### config.mk
export PLATFORM = sky130hd
export DESIGN_NAME = swipe_gesture_detector
export DESIGN_NICKNAME = d
export VERILOG_FILES = /design/src/rtl/core/swipe_pkg.sv /design/src/rtl/core/swipe_gesture_detector.sv
export SDC_FILE = /design/constraint.sdc
export NUM_CORES = 1
export LEC_CHECK = 0
export ABC_AREA = 1
export BUFFER_PORTS_ARGS = -buffer_cell sky130_fd_sc_hd__clkbuf_2
export CORE_UTILIZATION = 25
export CTS_CLUSTER_DIAMETER = 150
export DETAILED_ROUTE_END_ITERATION = 10
export PLACE_DENSITY = 0.49
export RECOVER_POWER = 50
export SETUP_SLACK_MARGIN = 0.02
export SYNTH_ARGS = -nofsm -noshare
export SYNTH_HDL_FRONTEND = slang
export SYNTH_SLANG_ARGS = --single-unit
export TNS_END_PERCENT = 5
### constraint.sdc
create_clock -name clk_i -period 18.58 [get_ports clk_i]
set_input_delay 2.787 -clock clk_i [delete_from_list [all_inputs] [get_ports clk_i]]
set_output_delay 2.787 -clock clk_i [all_outputs]
set_load 0.02 [all_outputs]
### src/rtl/core/swipe_pkg.sv
// Shared types and constants for the swipe gesture detector.
// Event kinds, direction codes, register indexes and reset values.
// No dependencies.
package swipe_pkg;

  // default coordinate width and fixed field widths
  localparam int unsigned COORD_BITS_DEF = 12;
  localparam int unsigned TIME_BITS      = 32;
  localparam int unsigned DIST_BITS      = 12;
  localparam int unsigned RATIO_BITS     = 8;
  localparam int unsigned ROT_BITS       = 2;
  localparam int unsigned CFG_DATA_W     = 32;
  localparam int unsigned CFG_IDX_W      = 2;
  localparam int unsigned MODE_BITS      = 2;
  localparam int unsigned DIR_BITS       = 3;
  localparam int unsigned RATIO_FRAC     = 4;

  // register reset values
  localparam logic [DIST_BITS-1:0]  MIN_DIST_RST  = DIST_BITS'(40);
  localparam logic [RATIO_BITS-1:0] RATIO_RST     = RATIO_BITS'(32);
  localparam logic [TIME_BITS-1:0]  MAX_DUR_RST   = TIME_BITS'(500);
  localparam logic [ROT_BITS-1:0]   ROT_RST       = '0;

  // event kind carried in tuser
  typedef enum logic [MODE_BITS-1:0] {
    MODE_TOUCH  = 2'd0,
    MODE_LIFT   = 2'd1,
    MODE_CANCEL = 2'd2
  } mode_e;

  // reported swipe direction
  typedef enum logic [DIR_BITS-1:0] {
    DIR_NONE  = 3'd0,
    DIR_LEFT  = 3'd1,
    DIR_RIGHT = 3'd2,
    DIR_UP    = 3'd3,
    DIR_DOWN  = 3'd4
  } dir_e;

  // configuration register indexes
  typedef enum logic [CFG_IDX_W-1:0] {
    REG_MIN_DIST = 2'd0,
    REG_RATIO    = 2'd1,
    REG_MAX_DUR  = 2'd2,
    REG_ROTATION = 2'd3
  } cfg_idx_e;

  // display rotation in quarter turns
  typedef enum logic [ROT_BITS-1:0] {
    ROT_0   = 2'd0,
    ROT_90  = 2'd1,
    ROT_180 = 2'd2,
    ROT_270 = 2'd3
  } rot_e;

endpackage

### src/rtl/core/swipe_gesture_detector.sv
// Swipe gesture detector: touch event stream in, one direction beat per lift out.
// Depends on swipe_pkg.
//
// One event beat is taken every cycle while the input side is not stalled. A beat
// goes into an input register; when it is consumed the gesture state is updated
// and, for a lift, the direction is written to the output register, which offers
// the result. Touch and cancel beats never wait; a lift waits in the input register
// only while the output register still holds a result that has not been taken, and
// then the input side stalls for as long as the output side does. tuser carries the
// event kind (0 touch, 1 lift, 2 cancel, 3 ignored). The user must write
// configuration through the plain write port only while no event is in flight; the
// block itself does not enforce it.
module swipe_gesture_detector #(
  parameter int unsigned COORD_BITS = swipe_pkg::COORD_BITS_DEF,
  localparam int unsigned InDataW   = ((2 * COORD_BITS + swipe_pkg::TIME_BITS + 7) / 8) * 8,
  localparam int unsigned OutDataW  = ((swipe_pkg::DIR_BITS + 7) / 8) * 8
) (
  input  logic                                 clk_i,
  input  logic                                 rst_ni,
  // configuration write port
  input  logic                                 cfg_we_i,
  input  logic [swipe_pkg::CFG_IDX_W-1:0]      cfg_idx_i,
  input  logic [swipe_pkg::CFG_DATA_W-1:0]     cfg_data_i,
  // event input
  input  logic                                 s_axis_tvalid,
  output logic                                 s_axis_tready,
  input  logic [InDataW-1:0]                   s_axis_tdata,  // touch_x, touch_y, time_ms
  input  logic [swipe_pkg::MODE_BITS-1:0]      s_axis_tuser,  // mode
  // direction output
  output logic                                 m_axis_tvalid,
  input  logic                                 m_axis_tready,
  output logic [OutDataW-1:0]                  m_axis_tdata   // direction
);
  import swipe_pkg::*;

  localparam int unsigned DistCmpW = (COORD_BITS > DIST_BITS) ? COORD_BITS : DIST_BITS;
  localparam int unsigned ProdW    = COORD_BITS + RATIO_BITS;

  // configuration registers
  logic [DIST_BITS-1:0]  min_dist_q;
  logic [RATIO_BITS-1:0] ratio_q;
  logic [TIME_BITS-1:0]  max_dur_q;
  rot_e                  rot_q;

  // input register
  logic                  in_vld_q;
  mode_e                 in_mode_q;
  logic [COORD_BITS-1:0] in_x_q;
  logic [COORD_BITS-1:0] in_y_q;
  logic [TIME_BITS-1:0]  in_time_q;

  // gesture state
  logic                  active_q;
  logic                  cancelled_q;
  logic [COORD_BITS-1:0] start_x_q;
  logic [COORD_BITS-1:0] start_y_q;
  logic [TIME_BITS-1:0]  start_time_q;
  logic [COORD_BITS-1:0] last_x_q;
  logic [COORD_BITS-1:0] last_y_q;

  // output register
  logic                  out_vld_q;
  dir_e                  out_dir_q;

  logic                  is_lift;
  logic                  out_free;
  logic                  consume;
  logic                  take_in;

  // travel and judgement
  logic signed [COORD_BITS:0] px;
  logic signed [COORD_BITS:0] py;
  logic signed [COORD_BITS:0] lx;
  logic signed [COORD_BITS:0] ly;
  logic signed [COORD_BITS:0] lx_neg;
  logic signed [COORD_BITS:0] ly_neg;
  logic [COORD_BITS-1:0]      ax;
  logic [COORD_BITS-1:0]      ay;
  logic                       horiz;
  logic [COORD_BITS-1:0]      dom;
  logic [COORD_BITS-1:0]      oth;
  logic                       dist_ok;
  logic [ProdW-1:0]           dom_scaled;
  logic [ProdW-1:0]           oth_scaled;
  logic                       ratio_ok;
  logic [TIME_BITS-1:0]       elapsed;
  logic                       time_ok;
  dir_e                       swipe_dir;
  dir_e                       lift_dir;

  // handshake: non-lift beats always drain, a lift needs a free output register
  assign is_lift       = (in_mode_q == MODE_LIFT);
  assign out_free      = !out_vld_q || m_axis_tready;
  assign consume       = in_vld_q && (!is_lift || out_free);
  assign s_axis_tready = !in_vld_q || consume;
  assign take_in       = s_axis_tvalid && s_axis_tready;

  assign m_axis_tvalid = out_vld_q;
  assign m_axis_tdata  = OutDataW'(out_dir_q);

  // configuration writes
  always_ff @(posedge clk_i or negedge rst_ni) begin
    if (!rst_ni) begin
      min_dist_q <= MIN_DIST_RST;
      ratio_q    <= RATIO_RST;
      max_dur_q  <= MAX_DUR_RST;
      rot_q      <= rot_e'(ROT_RST);
    end else if (cfg_we_i) begin
      unique case (cfg_idx_e'(cfg_idx_i))
        REG_MIN_DIST: min_dist_q <= cfg_data_i[DIST_BITS-1:0];
        REG_RATIO:    ratio_q    <= cfg_data_i[RATIO_BITS-1:0];
        REG_MAX_DUR:  max_dur_q  <= cfg_data_i[TIME_BITS-1:0];
        REG_ROTATION: rot_q      <= rot_e'(cfg_data_i[ROT_BITS-1:0]);
        default: ;
      endcase
    end
  end

  // input register valid
  always_ff @(posedge clk_i or negedge rst_ni) begin
    if (!rst_ni) begin
      in_vld_q <= 1'b0;
    end else if (s_axis_tready) begin
      in_vld_q <= s_axis_tvalid;
    end
  end

  // input register payload
  always_ff @(posedge clk_i) begin
    if (take_in) begin
      in_mode_q <= mode_e'(s_axis_tuser);
      in_x_q    <= s_axis_tdata[COORD_BITS-1:0];
      in_y_q    <= s_axis_tdata[2*COORD_BITS-1:COORD_BITS];
      in_time_q <= s_axis_tdata[2*COORD_BITS+TIME_BITS-1:2*COORD_BITS];
    end
  end

  // travel, rotated back into display axes
  always_comb begin
    px     = $signed({1'b0, last_x_q}) - $signed({1'b0, start_x_q});
    py     = $signed({1'b0, last_y_q}) - $signed({1'b0, start_y_q});
    lx     = px;
    ly     = py;
    unique case (rot_q)
      ROT_0: begin
        lx = px;
        ly = py;
      end
      ROT_90: begin
        lx = py;
        ly = -px;
      end
      ROT_180: begin
        lx = -px;
        ly = -py;
      end
      ROT_270: begin
        lx = -py;
        ly = px;
      end
      default: begin
        lx = px;
        ly = py;
      end
    endcase
    lx_neg = -lx;
    ly_neg = -ly;
  end

  // magnitudes, dominant axis and thresholds (tie goes horizontal)
  always_comb begin
    ax         = lx[COORD_BITS] ? lx_neg[COORD_BITS-1:0] : lx[COORD_BITS-1:0];
    ay         = ly[COORD_BITS] ? ly_neg[COORD_BITS-1:0] : ly[COORD_BITS-1:0];
    horiz      = (ax >= ay);
    dom        = horiz ? ax : ay;
    oth        = horiz ? ay : ax;
    dist_ok    = (DistCmpW'(dom) >= DistCmpW'(min_dist_q));
    dom_scaled = ProdW'(dom) << RATIO_FRAC;
    oth_scaled = ProdW'(ratio_q) * ProdW'(oth);
    ratio_ok   = (dom_scaled >= oth_scaled);
    elapsed    = in_time_q - start_time_q;
    time_ok    = !cancelled_q && (elapsed <= max_dur_q);
    swipe_dir  = DIR_NONE;
    if (dist_ok && ratio_ok) begin
      if (horiz) begin
        swipe_dir = lx[COORD_BITS] ? DIR_LEFT : DIR_RIGHT;
      end else begin
        swipe_dir = ly[COORD_BITS] ? DIR_UP : DIR_DOWN;
      end
    end
    lift_dir = (active_q && time_ok) ? swipe_dir : DIR_NONE;
  end

  // gesture state update
  always_ff @(posedge clk_i or negedge rst_ni) begin
    if (!rst_ni) begin
      active_q     <= 1'b0;
      cancelled_q  <= 1'b0;
      start_x_q    <= '0;
      start_y_q    <= '0;
      start_time_q <= '0;
      last_x_q     <= '0;
      last_y_q     <= '0;
    end else if (consume) begin
      unique case (in_mode_q)
        MODE_TOUCH: begin
          if (!active_q) begin
            active_q     <= 1'b1;
            cancelled_q  <= 1'b0;
            start_x_q    <= in_x_q;
            start_y_q    <= in_y_q;
            start_time_q <= in_time_q;
          end
          last_x_q <= in_x_q;
          last_y_q <= in_y_q;
        end
        MODE_CANCEL: begin
          if (active_q) begin
            cancelled_q <= 1'b1;
          end
        end
        MODE_LIFT: begin
          active_q <= 1'b0;
        end
        default: ;
      endcase
    end
  end

  // output register valid
  always_ff @(posedge clk_i or negedge rst_ni) begin
    if (!rst_ni) begin
      out_vld_q <= 1'b0;
    end else if (consume && is_lift) begin
      out_vld_q <= 1'b1;
    end else if (m_axis_tready) begin
      out_vld_q <= 1'b0;
    end
  end

  // output register payload
  always_ff @(posedge clk_i) begin
    if (consume && is_lift) begin
      out_dir_q <= lift_dir;
    end
  end

  // a result only appears after a lift was processed
  a_result_from_lift: assert property (@(posedge clk_i) disable iff (!rst_ni)
    $rose(out_vld_q) |-> $past(consume && is_lift))
    else $error("result without a lift");

  // a lift ends the gesture
  a_lift_ends_gesture: assert property (@(posedge clk_i) disable iff (!rst_ni)
    (consume && is_lift) |=> !active_q)
    else $error("gesture still active after lift");

  // a lift with no gesture reports none
  a_idle_lift_none: assert property (@(posedge clk_i) disable iff (!rst_ni)
    (consume && is_lift && !active_q) |=> (out_vld_q && out_dir_q == DIR_NONE))
    else $error("idle lift reported a swipe");

  // a waiting event is not overwritten
  a_input_held: assert property (@(posedge clk_i) disable iff (!rst_ni)
    (in_vld_q && !consume) |=> (in_vld_q && $stable(in_mode_q) && $stable(in_time_q)))
    else $error("pending event lost");

  // a cancelled gesture never reports a swipe
  a_cancel_none: assert property (@(posedge clk_i) disable iff (!rst_ni)
    (consume && is_lift && cancelled_q) |=> (out_dir_q == DIR_NONE))
    else $error("cancelled gesture reported a swipe");

endmodule

**After elaboration in Yosys (flattened, before gate mapping)**

Index checks and enable logic that the tools add are counted.

- Input bits: 97
- Word-level logic and storage cells: 84
- Bits in registers: 199

- Order comparisons: 4
- $add $sub $neg: 7
- Muxes and demuxes: 15
- $mul: 1
- Equal/unequal tests: 10
- Bitwise operators: 1
- Reduce and logical (&&, ||, !) cells: 28

Operators by type and width:

| cell | count |
|---|---|
| $pmux 13 s4 | 2 |
| $mux 12 | 4 |
| $le 32x32->1 | 1 |
| $sub 32x32->32 | 1 |
| $neg 13->13 | 2 |
| $sub 12x12->13 | 2 |
| $ge 12x12->1 | 2 |
| $neg 12->12 | 2 |
| $ge 16x20->1 | 1 |
| $mul 8x12->20 | 1 |
| $reduce_and 2->1 | 7 |
| $eq 2x2->1 const B | 5 |
| $eq 2x1->1 const B | 3 |
| $logic_and 1x1->1 | 6 |
| $logic_not 2->1 | 3 |
| $mux 3 | 2 |
| $reduce_bool 2->1 | 3 |
| $logic_not 1->1 | 4 |
| $mux 1 | 4 |
| $ne 2x2->1 const B | 2 |
| $pmux 1 s2 | 2 |
| $reduce_and 4->1 | 1 |
| $logic_or 1x1->1 | 3 |
| $reduce_and 3->1 | 1 |
| other kinds (2) | 2 |

**Longest topological paths before layout**

Gate-level depths: netlist of the first run.

- Depth after elaboration: 11
- Gate-level depth with buffers: 60
- Gate-level depth less buffers: 59

**Least setup slack after synthesis of the first run**

OpenSTA, ideal clock, no wires.

- Kind: flip-flop to flip-flop
- Start point: register start_y_q[0]
- End point: register out_dir_q[1] (data pin)
- Setup time: 258 ps
- Cell stages (with the launch flop): 51
- Slack: 9698 ps
- Data required time: 18322 ps
- Data arrival time: 8624 ps
- Period minus slack after synthesis: 8882 ps
- Cell sequence: dfrtp_1 ha_1 fa_1 ha_1 or2_1 nand3_2 nand2_2 nor3_4 nand2_2 nor2_2 nand2_2 nor2_4 nand3_2 nor2_4 nand3_2 nand3_2 nand2_1 ha_1 (+15 left out) fa_1 inv_1 ha_1 inv_1 nor2_1 nor2_1 o21ai_0 a21oi_1 o21bai_1 a31oi_1 xor2_1 ha_1 nand2_1 nor2_1 a211oi_1 nand2_1 nand4_1 a21oi_1

- Word-level cells in the longest chain between the ends: 11

Ends and longest elaborated chain:

| item | RTL line | RTL |
|---|---|---|
| from (decl) | swipe_gesture_detector.sv:56 | `logic [COORD_BITS-1:0] start_y_q;` |
| from (signal assigned) | swipe_gesture_detector.sv:211 | `start_y_q <= in_y_q;` |
| $sub 12x12->13 (*) | swipe_gesture_detector.sv:141 | `py = $signed({1'b0, last_y_q}) - $signed({1'b0, start_y_q});` |
| $neg 13->13 | swipe_gesture_detector.sv:155, swipe_gesture_detector.sv:158 |  |
| $pmux 13 s4 | swipe_gesture_detector.sv:144 | `unique case (rot_q)` |
| $neg 12->12, on equally long branches | swipe_gesture_detector.sv:166, swipe_gesture_detector.sv:167 |  |
| $mux 12, on equally long branches | swipe_gesture_detector.sv:172, swipe_gesture_detector.sv:173 |  |
| $ge 12x12->1 | swipe_gesture_detector.sv:174 | `horiz = (ax >= ay);` |
| $mux 12 | swipe_gesture_detector.sv:176 | `oth = horiz ? ay : ax;` |
| $mul 8x12->20 | swipe_gesture_detector.sv:179 | `oth_scaled = ProdW'(ratio_q) * ProdW'(oth);` |
| $ge 16x20->1 | swipe_gesture_detector.sv:180 | `ratio_ok = (dom_scaled >= oth_scaled);` |
| $logic_and 1x1->1 | swipe_gesture_detector.sv:184 | `if (dist_ok && ratio_ok) begin` |
| $reduce_and 2->1 (no source line) | n/a |  |
| to (signal assigned) | swipe_gesture_detector.sv:244 | `out_dir_q <= lift_dir;` |
| to (decl) | swipe_gesture_detector.sv:63 | `dir_e out_dir_q;` |

Mark *: on every way between the ends. The rest lies on a longest branch, timed or not.
A chain may end at the register's enable or synchronous reset.

**Worst setup path after layout of the first run**

- Start point: register start_x_q[0]
- End point: register out_dir_q[0] (data pin)

- Word-level cells in the longest chain between the ends: 11

Ends and longest elaborated chain:

| item | RTL line | RTL |
|---|---|---|
| from (decl) | swipe_gesture_detector.sv:55 | `logic [COORD_BITS-1:0] start_x_q;` |
| from (signal assigned) | swipe_gesture_detector.sv:210 | `start_x_q <= in_x_q;` |
| $sub 12x12->13 (*) | swipe_gesture_detector.sv:140 | `px = $signed({1'b0, last_x_q}) - $signed({1'b0, start_x_q});` |
| $neg 13->13 | swipe_gesture_detector.sv:151, swipe_gesture_detector.sv:154 |  |
| $pmux 13 s4 | swipe_gesture_detector.sv:144 |  |
| $neg 12->12, on equally long branches | swipe_gesture_detector.sv:166, swipe_gesture_detector.sv:167 |  |
| $mux 12, on equally long branches | swipe_gesture_detector.sv:172, swipe_gesture_detector.sv:173 |  |
| $ge 12x12->1 | swipe_gesture_detector.sv:174 |  |
| $mux 12 | swipe_gesture_detector.sv:176 |  |
| $mul 8x12->20 | swipe_gesture_detector.sv:179 |  |
| $ge 16x20->1 | swipe_gesture_detector.sv:180 |  |
| $logic_and 1x1->1 | swipe_gesture_detector.sv:184 |  |
| $reduce_and 2->1 (no source line) | n/a |  |

Marks and branches as above.

==> results of run 1 <==
==> cells by family after synthesis <==
group,Yosys count
simple gates,1015
flops,199
buf+inv,449
fa+ha+maj,230
compound gates,340
xor+xnor,53
other cells,1
==> cell type report <==
cell class / count / area, um2
inverters: 400 / 1500
fillers: 7337 / 48500
well taps: 873 / 1090
repair buffers: 106 / 514
flip-flops and latches: 199 / 5300
clock buffers: 17 / 425
clock inverters: 15 / 163
diodes: 1 / 2.50
multi-input cells: 1643 / 10200
==> per-layer routing <==
| layer | part of all wire (%) | GRT usage, % | vias up |
|---|---|---|---|
| met3 | 3.9 | 2.07 | 53 |
| li1 | - | - | 7486 |
| met5 | 0.054 | 0 | - |
| met4 | 1.8 | 4.16 | 4 |
| met1 | 49 | 19.6 | 6998 |
| met2 | 45 | 23.2 | 279 |
==> how the worst max path moves through the flow <==
| stage | startpoint | end | slack [ns] |
|---|---|---|---|
| 2_1_floorplan | start_y_q[0]$_DFFE_PN0P_ | out_dir_q[1]$_SDFFCE_PN0P_ | 9.70 |
| 3_3_place_gp | start_x_q[0]$_DFFE_PN0P_ | out_dir_q[1]$_SDFFCE_PN0P_ | 7.66 |
| 3_5_place_dp | start_x_q[0]$_DFFE_PN0P_ | out_dir_q[1]$_SDFFCE_PN0P_ | 7.52 |
| 4_1_cts | start_x_q[0]$_DFFE_PN0P_ | out_dir_q[0]$_SDFFCE_PN0P_ | 7.53 |
| 5_1_grt | start_x_q[0]$_DFFE_PN0P_ | out_dir_q[2]$_SDFFCE_PP0P_ | 6.51 |
| 6_report | start_x_q[0]$_DFFE_PN0P_ | out_dir_q[0]$_SDFFCE_PN0P_ | 7.52 |
==> synthesized netlist by cell type, types with 5 or more instances <==
cell      number
clkbuf_1      31
o21ai_2        6
xnor2_1       20
o21ai_1        8
nand2_2       25
nand4_1       36
a21o_1         6
nor2_1       147
a211oi_1       5
inv_2         22
edfxtp_1      61
dfrtp_1      129
inv_1        376
and2_1         6
nand3_1      151
o21ai_0      145
fa_1          63
dfstp_2        9
ha_1         167
nand2_1      585
a21oi_1      137
buf_4          8
xor2_1        33
nor2_2        19
nor3_1         8
buf_6          6
nand3_2       16
==> flip-flops by register name, summed over array words and instances, names as in the netlist, 3 cells and up <==
register,count
ratio_q,8
min_dist_q,12
last_x_q,12
in_time_q,32
start_x_q,12
start_y_q,12
in_x_q,12
max_dur_q,32
in_y_q,12
start_time_q,32
last_y_q,12
out_dir_q,3
==> worst max-delay path: cells and delay by family, from the launching register on <==
| kind | cells | cell delay [ns] |
|---|---|---|
| buffers and inverters | 7 | 1.26 |
| AOI/OAI and AO/OA | 8 | 1.72 |
| adders and majority gates | 9 | 3.75 |
| xor gates and xnor gates | 1 | 0.16 |
| and+or+nand+nor | 26 | 3.50 |
| DFF | 1 | 0.39 |
==> through the flow <==
stage / cell area [um2] / util [%] / hold slack [ns]
2_1_floorplan: 17200 / - / 0.446
3_3_place_gp: 18600 / 27.5 / 0.460
3_5_place_dp: 18600 / 27.5 / 0.467
4_1_cts: 19200 / 28.4 / 0.481
5_1_grt: 19100 / 28.3 / 0.503
6_report: 19100 / 28.3 / 0.465
==> flow_metrics.tcl, run 1 <==
set metrics [dict create \
    status "finished, violations left" \
    violations "capacitance limit, slew limit" \
    synth_cell_types 58 \
    cts_hold_buffers 0 \
    max_stage_delay_ns 0.78 \
    crit_arrival_ns 11.29 \
    wl_per_cell_um 14.9 \
    whs_endpoint "last_x_q[4]$_DFFE_PN0P_" \
    cp_common_cell "nand2_1" \
    min_period_ns 11.06 \
    min_from "in_x_q[4]$_DFFE_PP_" \
    synthAdderAreaFrac_pct 19.5 \
    worstMarginPinSlew_ns 4.46 \
    dp_hpwl_um 39900 \
    path_class "reg2reg" \
    place_congestion 0.899 \
    clk_latency_ns 0.49 \
    ys.flop_type "dfrtp_1" \
    grt_pass1_wl_um 79200 \
    critPathRequiredTime_ns 18.81 \
    die-area_mm2 0.0698 \
    htreeDepth 4 \
    layout-drive-gt1-share_pct 10.0 \
    cts_resized 0 \
    yosysTopAreaCell "dfrtp_1" \
    syn_avg_cell_area_um2 7.51 \
    critical_path.startpoint_type "flop" \
    ys_warn_count 0 \
    grt_antenna_before_repair 3 \
    min_period_over_period_pct 59.5 \
    synth_top_family_by_area "simple AND/OR/NAND/NOR gates" \
    crit_slowest_cell "inv_1" \
    drt_iter0_markers 1031 \
    rsz0062_at_grt "false" \
    fin_skew_ns 0.0332 \
    async_flop_share_pct 69.3 \
    synth-simple-area-share_pct 25.9 \
    finalWorstSetupSlack_ns 7.52 \
    synthCells 2287 \
    fp-row-count 95 \
    ff2ff_path_depth 51 \
    synth.area.mux_share_pct 0 \
    grt_pass1_vias 14700 \
    die-width_um 264 \
    endpoint_kind "flop" \
    synth_edf_count 61 \
    syn_to_final_growth_pct 11.5 \
    initial_utilization_pct 25.4 \
    final_common_cell "nand2_1" \
    grt_start_max_net_pins 82 \
    postCtsSetupBuffers 0 \
    synth_area_mm2 0.0172 \
    die_h_um 264 \
    coreArea_mm2 0.0676 \
    hold_viol 0 \
    numPlacedInstances 3221 \
    setup_viol 0 \
    firstDrtPassIters 5 \
    r2r-end "out_dir_q[0]$_SDFFCE_PN0P_" \
    synth-seq-cells 199 \
    cts.sinks 199 \
    stdcell_count 3254 \
    worstHoldPathType "reg2reg" \
    synth_top_area_share_pct 18.8 \
    setup_tns_ns 0 \
    cts-buffers-inserted 17 \
    final_antenna_net_count 0 \
    grt_usage_pct 14.3 \
    fmax_ghz 0.0905 \
    critPathMaxFanout 33 \
    hold_depth 2 \
    drc 0 \
    clockRootBuffer "clkbuf_16" \
    maxSlewViolCount 200 \
    dp_slack_ns 7.52 \
    wirelength_um 48500 \
    synth-xor-area-share_pct 2.70 \
    grt_overflow_total 0 \
    portBuffers 101 \
    clock_path_buffers 2 \
    yosysSeqAreaShare_pct 30.8 \
    cap_violations 3 \
    slew-limit-headroom_pct -197 \
    worstReg2RegStart "start_x_q[0]$_DFFE_PN0P_" \
    dr_total_vias 14800 \
    via_per_inst 4.55 \
    ios 107 \
    path_clk_slew_ns 0.10 \
    reg2reg_slack_ns 7.52 \
    mostFrequentLayoutCells "nand2_1, inv_1, ha_1" \
    layout.nets 2694 \
    synth_area_leaders "dfrtp_1, nand2_1, ha_1, edfxtp_1, inv_1" \
    cts_tree "done" \
    synth-compound-area-share_pct 10.8 \
]
Power of run 1 is not shown: default switching activity piles up to over one toggle a cycle in this logic, so the estimate is an artifact.
==> inputs of run 2 (changes only) <==
ABC_AREA = 0   (was 1)
PLACE_DENSITY = 0.5   (was 0.49)
clock period = 9.36 ns   (was 18.58 ns; I/O delays follow)
==> flow_metrics.tcl, run 2 <==
set metrics [dict create \
    rsz0062_at_grt "true" \
    synth.area.mux_share_pct 5.71 \
    grt_pass1_wl_um 82300 \
    yosysTopAreaCell "dfrtp_1" \
    initial_utilization_pct 25.3 \
    wirelength_um 50000 \
    die-width_um 265 \
    clockRootBuffer "clkbuf_16" \
    synthAdderAreaFrac_pct 19.4 \
    critical_path.startpoint_type "flop" \
    layout.nets 2585 \
    via_per_inst 4.80 \
    setup_viol 3 \
    synth-compound-area-share_pct 18.8 \
    cts_hold_buffers 0 \
    hold_viol 0 \
    cap_violations 3 \
    cts_tree "done" \
    synth_area_leaders "dfrtp_1, ha_1, edfxtp_1, fa_1, inv_1" \
    slew-limit-headroom_pct -210 \
    fin_skew_ns 0.0182 \
    yosys-top-cells-count "inv_1, ha_1, nand2_1" \
    crit_arrival_ns 10.77 \
    dp_hpwl_um 41000 \
    grt_start_max_net_pins 83 \
    worstHoldPathType "reg2reg" \
    worstMarginPinSlew_ns 4.65 \
    finalWorstSetupSlack_ns -1.10 \
    ys.flop_type "dfrtp_1" \
    min_period_ns 10.46 \
    path_class "reg2reg" \
    critPathMaxFanout 13 \
    hold_ws_ns 0.484 \
    ios 107 \
    dp_slack_ns -1.43 \
    drt_iter0_markers 715 \
    endpoint_kind "flop" \
    die-area_mm2 0.0702 \
    synth_cell_types 100 \
    synth-seq-cells 199 \
    grt_overflow_total 0 \
    mostFrequentLayoutCells "buf_4, inv_1, ha_1" \
    grt_pass1_vias 15600 \
    synthCells 1860 \
    largestRegisters "in_time_q: 32 flops, max_dur_q: 32 flops, start_time_q: 32 flops" \
    wl_per_cell_um 15.8 \
    fmax_ghz 0.0956 \
    syn_to_final_growth_pct 27.5 \
    maxSlewViolCount 176 \
    synth_area_mm2 0.0173 \
    synth_most_common_cell "inv_1" \
    die_h_um 265 \
    status "finished, violations left" \
    place_congestion 0.930 \
    firstDrtPassIters 5 \
    max_stage_delay_ns 0.55 \
    coreArea_mm2 0.0685 \
    path_clk_slew_ns 0.08 \
    critPathRequiredTime_ns 9.67 \
    clk_latency_ns 0.47 \
    layout-drive-gt1-share_pct 27.3 \
    synth-xor-area-share_pct 4.60 \
    drc 0 \
    grt_usage_pct 14.6 \
    fp-row-count 96 \
    clock_path_buffers 2 \
    crit_start "start_x_q[0]$_DFFE_PN0P_" \
    synth_edf_count 61 \
    grt_antenna_before_repair 8 \
    min_from "in_x_q[3]$_DFFE_PP_" \
    final_antenna_net_count 0 \
    cts.sinks 199 \
    yosysSeqAreaShare_pct 30.6 \
    cts-buffers-inserted 17 \
    htreeDepth 4 \
    crit_slowest_cell "fa_1" \
    async_flop_share_pct 69.3 \
    final_common_cell "buf_4" \
    dr_total_vias 15100 \
    portBuffers 101 \
    syn_avg_cell_area_um2 9.30 \
    synth-simple-area-share_pct 14.4 \
    violations "capacitance limit, slew limit, setup timing" \
    synth_top_family_by_area "adder cells" \
    ys_warn_count 0 \
    synth_top_area_share_pct 18.7 \
    worstReg2RegStart "start_x_q[0]$_DFFE_PN0P_" \
    min_period_over_period_pct 112 \
]
run 2: kinds of logic (layout without fill, tap and decap cells):
family	after synthesis	in the layout
flip-flops	199	199
multiplexers	90	90
buffers and inverters	286	693
AO/OA/AOI/OAI	481	481
other	1	6
adder cells (fa/ha/maj)	230	230
XOR/XNOR	81	81
AND/OR/NAND/NOR	492	492
run 2: metal layers:
layer  GRT usage [%]  vias to the layer above  routed length, um  part of all wire, %
met2            24.6                      290              23500                   47
met4            4.61                       12               1010                  2.0
met1            19.1                     7332              23400                   47
met5               0                        -                 77                 0.15
met3            2.22                       54               1910                  3.8
li1                -                     7446                  -                    -
run 2: critical path: cells and delay by family, from the launching register on:
| family | cells | cell delay [ns] |
|---|---|---|
| buf+inv | 8 | 1.11 |
| xor+xnor | 2 | 0.25 |
| compound gates | 10 | 1.84 |
| fa+ha+maj | 10 | 3.77 |
| flops | 1 | 0.38 |
| simple gates | 17 | 2.96 |
run 2: area by class of cell:
cell class                 count  area (um2)
clock inverter                15         163
clock buffer                  17         425
inverter                     229         860
sequential                   199        5300
fill                        7203       46400
antenna                        1        2.50
multi-input combinational   1379       11200
timing repair buffer         432        3010
tap                          882        1100
run 2: worst paths after layout:
kind / end / slack, ns / cells after the start
max: out_dir_q[0]$_SDFFCE_PN0P_ / -1.10 / 47
min: start_x_q[3]$_DFFE_PN0P_ / 0.48 / 2
max reg2reg: out_dir_q[0]$_SDFFCE_PN0P_ / -1.10 / 47
min reg2reg: start_x_q[3]$_DFFE_PN0P_ / 0.48 / 2
max in group asynchronous: start_time_q[14]$_DFFE_PN0P_ / 4.15 / 1
min in group asynchronous: last_y_q[8]$_DFFE_PN0P_ / 2.60 / 1
run 2: what timing repair did:
item	in CTS	in global routing
endpoints found under the hold margin	0	0
endpoints found under the setup margin	3	3
pin swaps	11	2
cloned	0	0
buffers inserted	5	1
resized for setup	21	6
run 2: through the flow:
step | setup TNS [ns] | instances | utilization (%) | area (um2)
6_report | -3.25 | 3154 | 32.2 | 22100
3_3_place_gp | -3.85 | 3115 | 31.1 | 21300
2_1_floorplan | -1.44 | 1864 | - | 17500
4_1_cts | -3.41 | 3152 | 32.2 | 22000
5_1_grt | -5.51 | 3154 | 32.2 | 22100
3_5_place_dp | -4.19 | 3115 | 31.1 | 21300
Power of run 2 is left out for the same reason.
==> inputs of run 3 (changes only) <==
==> constraint.sdc (replaced) <==
create_clock -name clk_i -period 9.36 [get_ports clk_i]
set_input_delay 2.34 -clock clk_i [delete_from_list [all_inputs] [get_ports clk_i]]
set_output_delay 2.34 -clock clk_i [all_outputs]
set_load 0.02 [all_outputs]
==> flow_metrics.tcl, run 3 (synthesis gave the netlist of run 2 again) <==
set metrics [dict create \
    final_common_cell "buf_4" \
    worstReg2RegStart "start_x_q[0]$_DFFE_PN0P_" \
    grt_pass1_vias 15600 \
    final_antenna_net_count 0 \
    grt_antenna_before_repair 8 \
    wl_per_cell_um 15.8 \
    clk_latency_ns 0.47 \
    drt_iter0_markers 713 \
    die-width_um 265 \
    critPathMaxFanout 13 \
    die-area_mm2 0.0702 \
    grt_pass1_wl_um 82300 \
    finalWorstSetupSlack_ns -1.10 \
    critical_path.startpoint_type "flop" \
    dp_hpwl_um 41000 \
    drc 0 \
    clock_path_buffers 2 \
    cts_tree "done" \
    violations "capacitance limit, slew limit, setup timing" \
    setup_viol 3 \
    min_period_ns 10.46 \
    slew-limit-headroom_pct -211 \
    status "finished, violations left" \
    path_class "reg2reg" \
    layout.nets 2585 \
    layout-drive-gt1-share_pct 27.3 \
    fmax_ghz 0.0956 \
    ios 107 \
    path_clk_slew_ns 0.08 \
    dr_total_vias 15100 \
    crit_start "start_x_q[0]$_DFFE_PN0P_" \
    wirelength_um 49900 \
    maxSlewViolCount 223 \
    worstMarginPinSlew_ns 4.67 \
    htreeDepth 4 \
    min_period_over_period_pct 112 \
    cts-buffers-inserted 17 \
    syn_to_final_growth_pct 27.5 \
    min_from "in_x_q[3]$_DFFE_PP_" \
    grt_start_max_net_pins 83 \
    worstHoldPathType "reg2reg" \
    grt_overflow_total 0 \
    via_per_inst 4.79 \
    die_h_um 265 \
    cap_violations 4 \
    cts_hold_buffers 0 \
    initial_utilization_pct 25.3 \
    cts.sinks 199 \
    fin_skew_ns 0.0181 \
    endpoint_kind "flop" \
    portBuffers 101 \
    clockRootBuffer "clkbuf_16" \
    max_stage_delay_ns 0.54 \
    critPathRequiredTime_ns 9.67 \
    crit_arrival_ns 10.77 \
    coreArea_mm2 0.0685 \
    firstDrtPassIters 5 \
    crit_slowest_cell "fa_1" \
    hold_viol 0 \
    grt_usage_pct 14.6 \
    dp_slack_ns -1.43 \
    place_congestion 0.930 \
    mostFrequentLayoutCells "buf_4, inv_1, ha_1" \
    rsz0062_at_grt "true" \
    fp-row-count 96 \
    largestRegisters "in_time_q: 32 flops, max_dur_q: 32 flops, start_time_q: 32 flops" \
]
==> run 3: cell counts in the layout (fill, tap and decap cells not counted) <==
No cell type changed its count.
==> run 3: layout make-up <==
type                       count  area [um2]
tap                          882        1100
timing repair buffer         432        3010
clock buffer                  17         425
multi-input combinational   1379       11200
clock inverter                15         163
sequential                   199        5300
antenna                        1        2.50
inverter                     229         860
fill                        7203       46400
==> run 3: stage by stage <==
stage	cells	TNS (ns)	util [%]	hold slack, ns	cell area [um2]
5_1_grt	3154	-5.51	32.2	0.519	22100
3_3_place_gp	3115	-3.85	31.1	0.457	21300
2_1_floorplan	1864	-1.44	-	0.446	17500
3_5_place_dp	3115	-4.19	31.1	0.468	21300
4_1_cts	3152	-3.41	32.2	0.485	22000
6_report	3154	-3.23	32.2	0.484	22100
==> run 3: repair_timing <==
| item | in CTS | in global routing |
|---|---|---|
| pin swaps | 11 | 2 |
| setup buffers | 5 | 1 |
| gates resized for setup | 21 | 6 |
| setup endpoints to repair | 3 | 3 |
==> run 3: worst max-delay path: cells and delay by family (launching register included) <==
kind / cells / cell delay, ns
AO/OA/AOI/OAI: 12 / 2.31
XOR/XNOR: 2 / 0.22
adder cells (fa/ha/maj): 10 / 3.46
buffers and inverters: 9 / 1.08
flip-flops: 1 / 0.38
AND/OR/NAND/NOR: 16 / 2.81
==> run 3: metal layers <==
layer / GRT usage [%] / up-vias / wire length [um]
met4: 4.61 / 12 / 998
met5: 0 / - / 77
li1: - / 7446 / -
met2: 24.6 / 276 / 23500
met1: 19.1 / 7327 / 23500
met3: 2.22 / 52 / 1900
==> run 3: final timing paths <==
path,slack [ns],endpoint,cells after the start
setup / recovery,-1.10,out_dir_q[0]$_SDFFCE_PN0P_,49
hold / removal,0.48,start_x_q[3]$_DFFE_PN0P_,2
setup reg to reg,-1.10,out_dir_q[0]$_SDFFCE_PN0P_,49
hold reg to reg,0.48,start_x_q[3]$_DFFE_PN0P_,2
max in group asynchronous,3.19,start_time_q[14]$_DFFE_PN0P_,1
min in group asynchronous,3.55,last_y_q[8]$_DFFE_PN0P_,1
Power of run 3 is left out for the same reason.
